**config.mk**
```make
export PLATFORM = sky130hd
export DESIGN_NAME = pooled_mean_std_merge
export DESIGN_NICKNAME = d
export VERILOG_FILES = /design/src/hdl/pmsm_pkg.sv /design/src/hdl/pmsm_mul.sv /design/src/hdl/pmsm_div.sv /design/src/hdl/pmsm_sqrt.sv /design/src/hdl/pooled_mean_std_merge.sv
export SDC_FILE = /design/constraint.sdc
export NUM_CORES = 2
export LEC_CHECK = 0
export BUFFER_PORTS_ARGS = -buffer_cell sky130_fd_sc_hd__buf_2
export CAP_MARGIN = 20
export CORE_UTILIZATION = 47
export CTS_BUF_LIST = sky130_fd_sc_hd__clkbuf_4
export CTS_CLUSTER_DIAMETER = 200
export CTS_CLUSTER_SIZE = 40
export DETAILED_ROUTE_END_ITERATION = 8
export HOLD_SLACK_MARGIN = 0.03
export PLACE_DENSITY = 0.66
export SYNTH_ARGS = -nofsm -noshare
export SYNTH_HDL_FRONTEND = slang
export SYNTH_SLANG_ARGS = --single-unit
```
**constraint.sdc**
```tcl
create_clock -name clk -period 13.3 [get_ports clk]
set_clock_uncertainty 0.05 [all_clocks]
set_input_delay 0 -clock clk [delete_from_list [all_inputs] [get_ports clk]]
set_output_delay 0 -clock clk [all_outputs]
set_load 0.005 [all_outputs]
```
**src/hdl/pmsm_pkg.sv**
```systemverilog
// Package for the pooled mean/deviation merge block.
// Holds the request and result structs and the datapath widths.
// No dependencies.
package pmsm_pkg;

  localparam int DATA_W  = 32;
  localparam int MCAND_W = 65;                 // largest multiplicand: std^2 + offset^2
  localparam int MPLR_W  = 32;                 // multiplier operand, one bit per cycle
  localparam int PROD_W  = MCAND_W + MPLR_W;   // 97-bit product
  localparam int NUM_W   = PROD_W + 1;         // sum of two products
  localparam int DEN_W   = DATA_W + 1;         // exact count sum
  localparam int RAD_W   = 2 * DATA_W;         // square root radicand

  typedef struct packed {
    logic                     start_req;
    logic signed [DATA_W-1:0] in_mean;
    logic [DATA_W-1:0]        in_std;
    logic [DATA_W-1:0]        in_count;
  } req_t;

  typedef struct packed {
    logic signed [DATA_W-1:0] out_mean;
    logic [DATA_W-1:0]        out_std;
    logic [DATA_W-1:0]        out_count;
    logic                     count_overflow;
  } rsp_t;

endpackage

```
**src/hdl/pmsm_mul.sv**
```systemverilog
// Shift-and-add multiplier, one multiplier bit per cycle.
// Depends on pmsm_pkg for the operand and product widths.
module pmsm_mul import pmsm_pkg::*; (
  input  logic               clk,
  input  logic               rst,
  input  logic               start,
  input  logic [MCAND_W-1:0] a,
  input  logic [MPLR_W-1:0]  b,
  output logic               done,
  output logic [PROD_W-1:0]  p
);

  logic [PROD_W-1:0] acc;
  logic [PROD_W-1:0] mc;
  logic [MPLR_W-1:0] mb;
  logic [5:0]        cnt;
  logic              busy;

  always_ff @(posedge clk) begin
    if (rst) begin
      busy <= 1'b0;
      done <= 1'b0;
    end else begin
      done <= 1'b0;
      if (start) begin
        acc  <= '0;
        mc   <= {{MPLR_W{1'b0}}, a};
        mb   <= b;
        cnt  <= 6'(MPLR_W);
        busy <= 1'b1;
      end else if (busy) begin
        if (mb[0]) begin
          acc <= acc + mc;
        end
        mc  <= {mc[PROD_W-2:0], 1'b0};
        mb  <= {1'b0, mb[MPLR_W-1:1]};
        cnt <= cnt - 6'd1;
        if (cnt == 6'd1) begin
          busy <= 1'b0;
          done <= 1'b1;
        end
      end
    end
  end

  assign p = acc;

endmodule

```
**src/hdl/pmsm_div.sv**
```systemverilog
// Restoring divider, one quotient bit per cycle.
// Depends on pmsm_pkg for the dividend and divisor widths.
module pmsm_div import pmsm_pkg::*; (
  input  logic             clk,
  input  logic             rst,
  input  logic             start,
  input  logic [NUM_W-1:0] num,
  input  logic [DEN_W-1:0] den,
  output logic             done,
  output logic [NUM_W-1:0] quo
);

  logic [NUM_W-1:0] sh;
  logic [DEN_W-1:0] d;
  logic [DEN_W-1:0] rem;
  logic [DEN_W:0]   r2;
  logic             ge;
  logic [6:0]       cnt;
  logic             busy;

  assign r2 = {rem, sh[NUM_W-1]};
  assign ge = r2 >= {1'b0, d};

  always_ff @(posedge clk) begin
    if (rst) begin
      busy <= 1'b0;
      done <= 1'b0;
    end else begin
      done <= 1'b0;
      if (start) begin
        sh   <= num;
        d    <= den;
        rem  <= '0;
        quo  <= '0;
        cnt  <= 7'(NUM_W);
        busy <= 1'b1;
      end else if (busy) begin
        // The partial remainder stays below the divisor, so it fits DEN_W bits.
        rem <= ge ? DEN_W'(r2 - {1'b0, d}) : r2[DEN_W-1:0];
        quo <= {quo[NUM_W-2:0], ge};
        sh  <= {sh[NUM_W-2:0], 1'b0};
        cnt <= cnt - 7'd1;
        if (cnt == 7'd1) begin
          busy <= 1'b0;
          done <= 1'b1;
        end
      end
    end
  end

endmodule

```
**src/hdl/pmsm_sqrt.sv**
```systemverilog
// Digit-by-digit integer square root, one root bit per cycle.
// Depends on pmsm_pkg for the radicand width.
module pmsm_sqrt import pmsm_pkg::*; (
  input  logic              clk,
  input  logic              rst,
  input  logic              start,
  input  logic [RAD_W-1:0]  v,
  output logic              done,
  output logic [DATA_W-1:0] root
);

  logic [RAD_W-1:0]  sh;
  logic [DATA_W+1:0] rem;
  logic [DATA_W+3:0] r2;
  logic [DATA_W+3:0] trial;
  logic              ge;
  logic [5:0]        cnt;
  logic              busy;

  assign r2    = {rem, sh[RAD_W-1:RAD_W-2]};
  assign trial = {2'b00, root, 2'b01};
  assign ge    = r2 >= trial;

  always_ff @(posedge clk) begin
    if (rst) begin
      busy <= 1'b0;
      done <= 1'b0;
    end else begin
      done <= 1'b0;
      if (start) begin
        sh   <= v;
        rem  <= '0;
        root <= '0;
        cnt  <= 6'(DATA_W);
        busy <= 1'b1;
      end else if (busy) begin
        // The remainder never exceeds twice the root, so it fits DATA_W+2 bits.
        rem  <= ge ? (DATA_W+2)'(r2 - trial) : r2[DATA_W+1:0];
        root <= {root[DATA_W-2:0], ge};
        sh   <= {sh[RAD_W-3:0], 2'b00};
        cnt  <= cnt - 6'd1;
        if (cnt == 6'd1) begin
          busy <= 1'b0;
          done <= 1'b1;
        end
      end
    end
  end

endmodule

```
**src/hdl/pooled_mean_std_merge.sv**
```systemverilog
// Top level of the pooled mean/deviation merge block: sequencer and running record.
// Depends on pmsm_pkg, pmsm_mul, pmsm_div and pmsm_sqrt.
//
//   Channel  Valid      Stall      Payload   Direction
//   request  src_valid  src_stall  src_data  into the block
//   result   dst_valid  dst_stall  dst_data  out of the block
//
// A start request goes straight to the finishing state. A merge request with a nonzero
// count sum runs eight passes of the bit-serial multiplier, two passes of the bit-serial
// divider and, unless the variance quotient is out of range, one square root pass.
// The serial units produce one bit per cycle.
// Reset clears the running record to zero and empties the result register.
// The result register lets a new request be taken while the last result waits;
// a stalled result only delays the end of the following request.
module pooled_mean_std_merge import pmsm_pkg::*; (
  input  logic clk,
  input  logic rst,
  input  logic src_valid,
  output logic src_stall,
  input  req_t src_data,
  output logic dst_valid,
  input  logic dst_stall,
  output rsp_t dst_data
);

  localparam logic [3:0] S_IDLE  = 4'd0;
  localparam logic [3:0] S_ZCHK  = 4'd1;
  localparam logic [3:0] S_MB1   = 4'd2;
  localparam logic [3:0] S_MB2   = 4'd3;
  localparam logic [3:0] S_DMEAN = 4'd4;
  localparam logic [3:0] S_S1    = 4'd5;
  localparam logic [3:0] S_A1    = 4'd6;
  localparam logic [3:0] S_T1    = 4'd7;
  localparam logic [3:0] S_S2    = 4'd8;
  localparam logic [3:0] S_A2    = 4'd9;
  localparam logic [3:0] S_T2    = 4'd10;
  localparam logic [3:0] S_DVAR  = 4'd11;
  localparam logic [3:0] S_SQRT  = 4'd12;
  localparam logic [3:0] S_FIN   = 4'd13;

  localparam logic [DATA_W-1:0] SIGN_BIT = {1'b1, {(DATA_W-1){1'b0}}};

  logic [3:0]        st;
  logic              launched;
  req_t              inp;
  logic [DATA_W-1:0] run_mean;
  logic [DATA_W-1:0] run_std;
  logic [DATA_W-1:0] run_count;
  logic [DEN_W-1:0]  total;
  logic [NUM_W-1:0]  sum;
  logic [MCAND_W-1:0] t;
  rsp_t              res;

  // Offsets of both parts from the new mean, as magnitudes.
  logic [DATA_W:0]   d1, d2, a1_full, a2_full;
  logic [DATA_W-1:0] a1, a2;

  assign d1 = {run_mean[DATA_W-1], run_mean} - {res.out_mean[DATA_W-1], res.out_mean};
  assign d2 = {inp.in_mean[DATA_W-1], inp.in_mean}
            - {res.out_mean[DATA_W-1], res.out_mean};
  assign a1_full = d1[DATA_W] ? ((DATA_W+1)'(0) - d1) : d1;
  assign a2_full = d2[DATA_W] ? ((DATA_W+1)'(0) - d2) : d2;
  assign a1 = a1_full[DATA_W-1:0];
  assign a2 = a2_full[DATA_W-1:0];

  // Unit hookup. Only one unit runs at a time; the state picks its operands.
  logic               mul_start, mul_done, div_start, div_done, sq_start, sq_done;
  logic [MCAND_W-1:0] mul_a;
  logic [MPLR_W-1:0]  mul_b;
  logic [PROD_W-1:0]  mul_p;
  logic [NUM_W-1:0]   quo;
  logic [DATA_W-1:0]  root;
  logic               in_mul;

  assign in_mul = st inside {S_MB1, S_MB2, S_S1, S_A1, S_T1, S_S2, S_A2, S_T2};
  assign mul_start = in_mul && !launched;
  assign div_start = (st == S_DMEAN || st == S_DVAR) && !launched;
  assign sq_start  = (st == S_SQRT) && !launched;

  always_comb begin
    mul_a = '0;
    mul_b = '0;
    case (st)
      S_MB1: begin
        mul_a = MCAND_W'(run_mean ^ SIGN_BIT);
        mul_b = run_count;
      end
      S_MB2: begin
        mul_a = MCAND_W'(inp.in_mean ^ SIGN_BIT);
        mul_b = inp.in_count;
      end
      S_S1: begin
        mul_a = MCAND_W'(run_std);
        mul_b = run_std;
      end
      S_A1: begin
        mul_a = MCAND_W'(a1);
        mul_b = a1;
      end
      S_T1: begin
        mul_a = t;
        mul_b = run_count;
      end
      S_S2: begin
        mul_a = MCAND_W'(inp.in_std);
        mul_b = inp.in_std;
      end
      S_A2: begin
        mul_a = MCAND_W'(a2);
        mul_b = a2;
      end
      S_T2: begin
        mul_a = t;
        mul_b = inp.in_count;
      end
      default: begin
        mul_a = '0;
        mul_b = '0;
      end
    endcase
  end

  pmsm_mul u_mul (
    .clk(clk), .rst(rst), .start(mul_start), .a(mul_a), .b(mul_b),
    .done(mul_done), .p(mul_p)
  );

  pmsm_div u_div (
    .clk(clk), .rst(rst), .start(div_start), .num(sum), .den(total),
    .done(div_done), .quo(quo)
  );

  pmsm_sqrt u_sqrt (
    .clk(clk), .rst(rst), .start(sq_start), .v(sum[RAD_W-1:0]),
    .done(sq_done), .root(root)
  );

  assign src_stall = (st != S_IDLE);

  always_ff @(posedge clk) begin
    if (rst) begin
      st        <= S_IDLE;
      launched  <= 1'b0;
      run_mean  <= '0;
      run_std   <= '0;
      run_count <= '0;
      dst_valid <= 1'b0;
    end else begin
      // In the finishing state the result register is refilled below instead.
      if (dst_valid && !dst_stall && st != S_FIN) begin
        dst_valid <= 1'b0;
      end
      if (mul_start || div_start || sq_start) begin
        launched <= 1'b1;
      end
      case (st)
        S_IDLE: begin
          if (src_valid) begin
            inp   <= src_data;
            total <= {1'b0, run_count} + {1'b0, src_data.in_count};
            if (src_data.start_req) begin
              res.out_mean       <= src_data.in_mean;
              res.out_std        <= src_data.in_std;
              res.out_count      <= src_data.in_count;
              res.count_overflow <= 1'b0;
              st <= S_FIN;
            end else begin
              st <= S_ZCHK;
            end
          end
        end
        S_ZCHK: begin
          if (total == '0) begin
            res <= '0;
            st  <= S_FIN;
          end else begin
            // Only the emitted count saturates; the arithmetic uses the exact sum.
            res.out_count      <= total[DATA_W] ? '1 : total[DATA_W-1:0];
            res.count_overflow <= total[DATA_W];
            st <= S_MB1;
          end
        end
        S_MB1, S_MB2, S_T1, S_T2: begin
          if (mul_done) begin
            launched <= 1'b0;
            if (st == S_MB1 || st == S_T1) begin
              sum <= NUM_W'(mul_p);
            end else begin
              sum <= sum + NUM_W'(mul_p);
            end
            case (st)
              S_MB1:   st <= S_MB2;
              S_MB2:   st <= S_DMEAN;
              S_T1:    st <= S_S2;
              default: st <= S_DVAR;
            endcase
          end
        end
        S_S1, S_A1, S_S2, S_A2: begin
          if (mul_done) begin
            launched <= 1'b0;
            if (st == S_S1 || st == S_S2) begin
              t <= mul_p[MCAND_W-1:0];
            end else begin
              t <= t + mul_p[MCAND_W-1:0];
            end
            case (st)
              S_S1:    st <= S_A1;
              S_A1:    st <= S_T1;
              S_S2:    st <= S_A2;
              default: st <= S_T2;
            endcase
          end
        end
        S_DMEAN: begin
          if (div_done) begin
            launched     <= 1'b0;
            // Means were biased to unsigned before weighting; undo the bias.
            res.out_mean <= quo[DATA_W-1:0] ^ SIGN_BIT;
            st <= S_S1;
          end
        end
        S_DVAR: begin
          if (div_done) begin
            launched <= 1'b0;
            if (quo[NUM_W-1:RAD_W] != '0) begin
              res.out_std <= '1;
              st <= S_FIN;
            end else begin
              sum <= quo;
              st  <= S_SQRT;
            end
          end
        end
        S_SQRT: begin
          if (sq_done) begin
            launched    <= 1'b0;
            res.out_std <= root;
            st <= S_FIN;
          end
        end
        S_FIN: begin
          if (!dst_valid || !dst_stall) begin
            dst_data  <= res;
            dst_valid <= 1'b1;
            run_mean  <= res.out_mean;
            run_std   <= res.out_std;
            run_count <= res.out_count;
            st <= S_IDLE;
          end
        end
        default: begin
          st <= S_IDLE;
        end
      endcase
    end
  end

endmodule

```
==> results by group <==
Synth
  • Top_reg_cell synth: edfxtp_1
  • Synth warnings: 0
  • Syn Inst Count: 7,663
  • Netlist cell types: approximately 100
  • Syn_nets: just over 8,000
  • Syn Area/Cell: a little under 10 sq um
  • Area of the mapped netlist: between 70,000 and 80,000 sq um
  • Post-synth ARST share: 0%
  • Yosys reg bits: approximately 1,200
  • EDFF count, synth: between 1,000 and 1,500
  • Post-synthesis sequential area ratio: 48.5%

Detailed routing
  • Drt wl/cell: roughly 23 um
  • Total Routed Length: 227,000 um
  • DR vias: a little over 60,000
  • Vias per inst: 6.07
  • Routed Antenna Nets: 0
  • Drt drc: 0
  • DRT Pass-1 Iters: 9
  • 1st-iter DRT viols: about 6,400

Critical path
  • Worst EP arrival: 6740 ps
  • CP peak stage delay: around 660 ps
  • Critical path required time: roughly 14,000 ps
  • Critical path endpoint category: register
  • Critical path class: register to register
  • CP cell instances: ha_1 > fa_1 > nand2b_1 > a21o_1 > a211oi_1 > nand2_1 > nor4bb_1 > nor4bb_1 > nand4_1 > or4_1 > or4b_1 > nand3_1 > xnor2_1 > a21oi_2 > a31oi_1
  • Crit path max-delay family: simple AND/OR/NAND/NOR gates
  • Startpoint types: register
  • CP max FO: 6
  • CP dominant cell by count: nor4bb_1
  • Buffers & Inverters on Critical Path: 0
  • CP max stage cell: nor4bb_1

Placed design
  • HPWL Detailed: roughly 160,000 um
  • PortBufs: approximately 200
  • Dpl ws: 7820 ps
  • Routability Congestion: 0.964

Die
  • Core ar.: 156,000 sq um
  • # rows: ~150
  • Die area: ~160,000 sq um
  • Die width: 399 um
  • Die Span Y: 399 um
  • I/O pins: 200
  • Starting density of the core: 47.4%

Timing
  • Final worst hold slack: slightly below 90 ps
  • Final min period: 5810 ps
  • Endpoints failing setup: 0
  • Final worst slack: 7490 ps
  • Period utilization: between 40% and 50%
  • Max_slew headroom: between 10% and 20%
  • Measured slew at the worst slew-check pin: about 1300 ps
  • Fmax: 0.172 GHz
  • RSZ-0062 raised after global routing: no
  • Final hold violation count: 0
  • Max-slew violations: 0
  • Setup TNS: 0 ps

Pwr
  • Share of total power in the clock network: around 8%
  • P_leak: 0.0309 uW
  • Comb power frac: between 50% and 60%
  • Power per cell area: 219 nW/um^2
  • Psw: approximately 8000 uW
  • Int Pwr: roughly 9600 uW
  • Peak supply drop: roughly 0.20 mV
  • Switching share of power: between 40% and 50%
  • Flop pwr share: around 36%

CTS
  • Clk slew on worst S/H paths: between 400 and 500 ps
  • Clock latency on the worst-skew pair: between 1000 and 1500 ps
  • Post-CTS Resized: 0
  • Max Buffers Root-to-Sink: 3
  • H-tree levels: 2
  • CTS tree: built
  • Root buffer cell: clkbuf_4
  • TritonCTS Buffers: 36
  • Clk sinks: 1,231
  • Post-CTS Setup Bufs: 0

Global routing
  • Initial antenna violation count: 20
  • Vias in the first global route: approximately 57,000
  • Tot GR Track Use: 27.8%
  • GR met1 Demand/Resource: just over 40%
  • Global routing usage on met2: between 40% and 50%
  • Layer with the highest usage: met2
  • Largest net degree at the start of global routing: ~190
  • Total grt overflow: 0
  • Met3 GRT Util: ~4.1%
  • Global-route wire length before repair: around 340,000 um

Worst hold path
  • Hold Path Class: primary input to register

Layout
  • Most common cell after layout, fill and taps aside: nand2_1
  • Area grow syn2layout: 8.36%
  • Share of layout cells above drive strength 1: 5.59%
  • Filler cell count: 14,200
  • Final #Nets: 8,394
  • Most frequent cells in the layout: nand2_1, edfxtp_1, a21oi_1, nor2_1, o21ai_0

Status
  • Outcome: complete, no violations

Run
  • Maxcap violations: 0
==> state kept, by name, indices dropped and copies added, names as in the netlist, 6 cells and up <==
| name | cells |
|---|---|
| sum | 98 |
| u_div.quo | 98 |
| u_div.sh | 98 |
| dst_data | 97 |
| res | 97 |
| u_mul.mc | 97 |
| u_mul.p | 97 |
| inp | 96 |
| t | 65 |
| u_sqrt.sh | 64 |
| u_sqrt.rem | 34 |
| total | 33 |
| u_div.d | 33 |
| u_div.rem | 33 |
| run_count | 32 |
| run_mean | 32 |
| run_std | 32 |
| u_mul.mb | 32 |
| u_sqrt.root | 32 |
| u_div.cnt | 7 |
| u_mul.cnt | 6 |
| u_sqrt.cnt | 6 |
==> cell families (layout without fill, tap and decap cells) <==
group / after synthesis / count (layout) / synth area share [%]
AO/OA/AOI/OAI: 2144 / 2144 / 18.4
XOR/XNOR: 420 / 420 / 4.97
AND/OR/NAND/NOR: 2733 / 2733 / 16.4
adder cells (fa/ha/maj): 435 / 435 / 7.43
buffers and inverters: 632 / 855 / 3.37
flip-flops: 1231 / 1231 / 48.5
other: 0 / 18 / 0
multiplexers: 68 / 68 / 0.927
==> per-stage QoR <==
step                cell area, sq um  util [%]  cells  power (uW)
floorplan                      74000         -   7663       13400
global placement               76800      49.2   9602       15800
detailed placement             76800      49.2   9603       16000
CTS                            80100      51.3   9942       17400
global route                   80100      51.3   9956       18700
finish                         80200      51.3   9962       17600
==> worst min-delay path, stage by stage <==
cell           delay, ps
dlygate4sd3_1        520
buf_2                110
dlygate4sd3_1        600
==> cells in the mapped netlist, types with 83 or more instances <==
cell / count / area [sq um]
and2_1: 164 / 1030
nand2_1: 1253 / 4700
nor2_1: 668 / 2510
edfxtp_1: 1123 / 33700
dfxtp_1: 108 / 2160
a21oi_1: 725 / 3630
a21o_1: 223 / 1670
xor2_1: 162 / 1420
inv_1: 240 / 901
xnor2_1: 258 / 2260
o21ai_0: 445 / 2230
clkbuf_1: 353 / 1330
o21bai_1: 83 / 623
ha_1: 428 / 5360
nand4_1: 97 / 607
nand3_1: 141 / 706
nor3_1: 108 / 541
==> cell type report <==
type / instances / area, sq um / area share (%)
Sequential cell: 1231 / 35900 / 44.8
Timing Repair Buffer: 548 / 4370 / 5.45
Tap cell: 2058 / 2570 / 3.21
Inverter: 241 / 905 / 1.13
Multi-Input combinational cell: 5800 / 35800 / 44.7
Clock inverter: 4 / 101 / 0.126
Antenna cell: 18 / 45.0 / 0.0562
Clock buffer: 62 / 465 / 0.581
==> layer usage <==
| metal | part of all wire [%] | vias to the layer above |
|---|---|---|
| met5 | 0.0057 | - |
| met3 | 7.7 | 293 |
| met2 | 44 | 2291 |
| met4 | 3.1 | 2 |
| li1 | - | 28300 |
| met1 | 45 | 29600 |
==> power groups by stage <==
stage	registers (uW)	logic [uW]	clock network, uW
4_1_cts	6370	9620	1440
5_1_grt	6440	10800	1540
6_report	6380	9760	1420
2_1_floorplan	6290	7060	0
3_3_place_gp	6440	9350	0
3_5_place_dp	6450	9500	0
==> worst paths after layout <==
path	start	cells after the start	to	slack (ps)
setup / recovery	res[65]$_DFFE_PP_	15	u_mul.mc[31]$_DFFE_PP_	7490
hold reg to reg	res[69]$_DFFE_PP_	0	dst_data[69]$_DFFE_PP_	360
hold / removal	src_data[82]	3	inp[82]$_DFFE_PP_	90
setup reg to reg	res[65]$_DFFE_PP_	15	u_mul.mc[31]$_DFFE_PP_	7490
==> timing repair <==
item	in CTS	in global routing
hold endpoints to repair	984	0
setup endpoints to repair	0	0
hold buffers	273	0
Power figures use the tool's default switching activity.
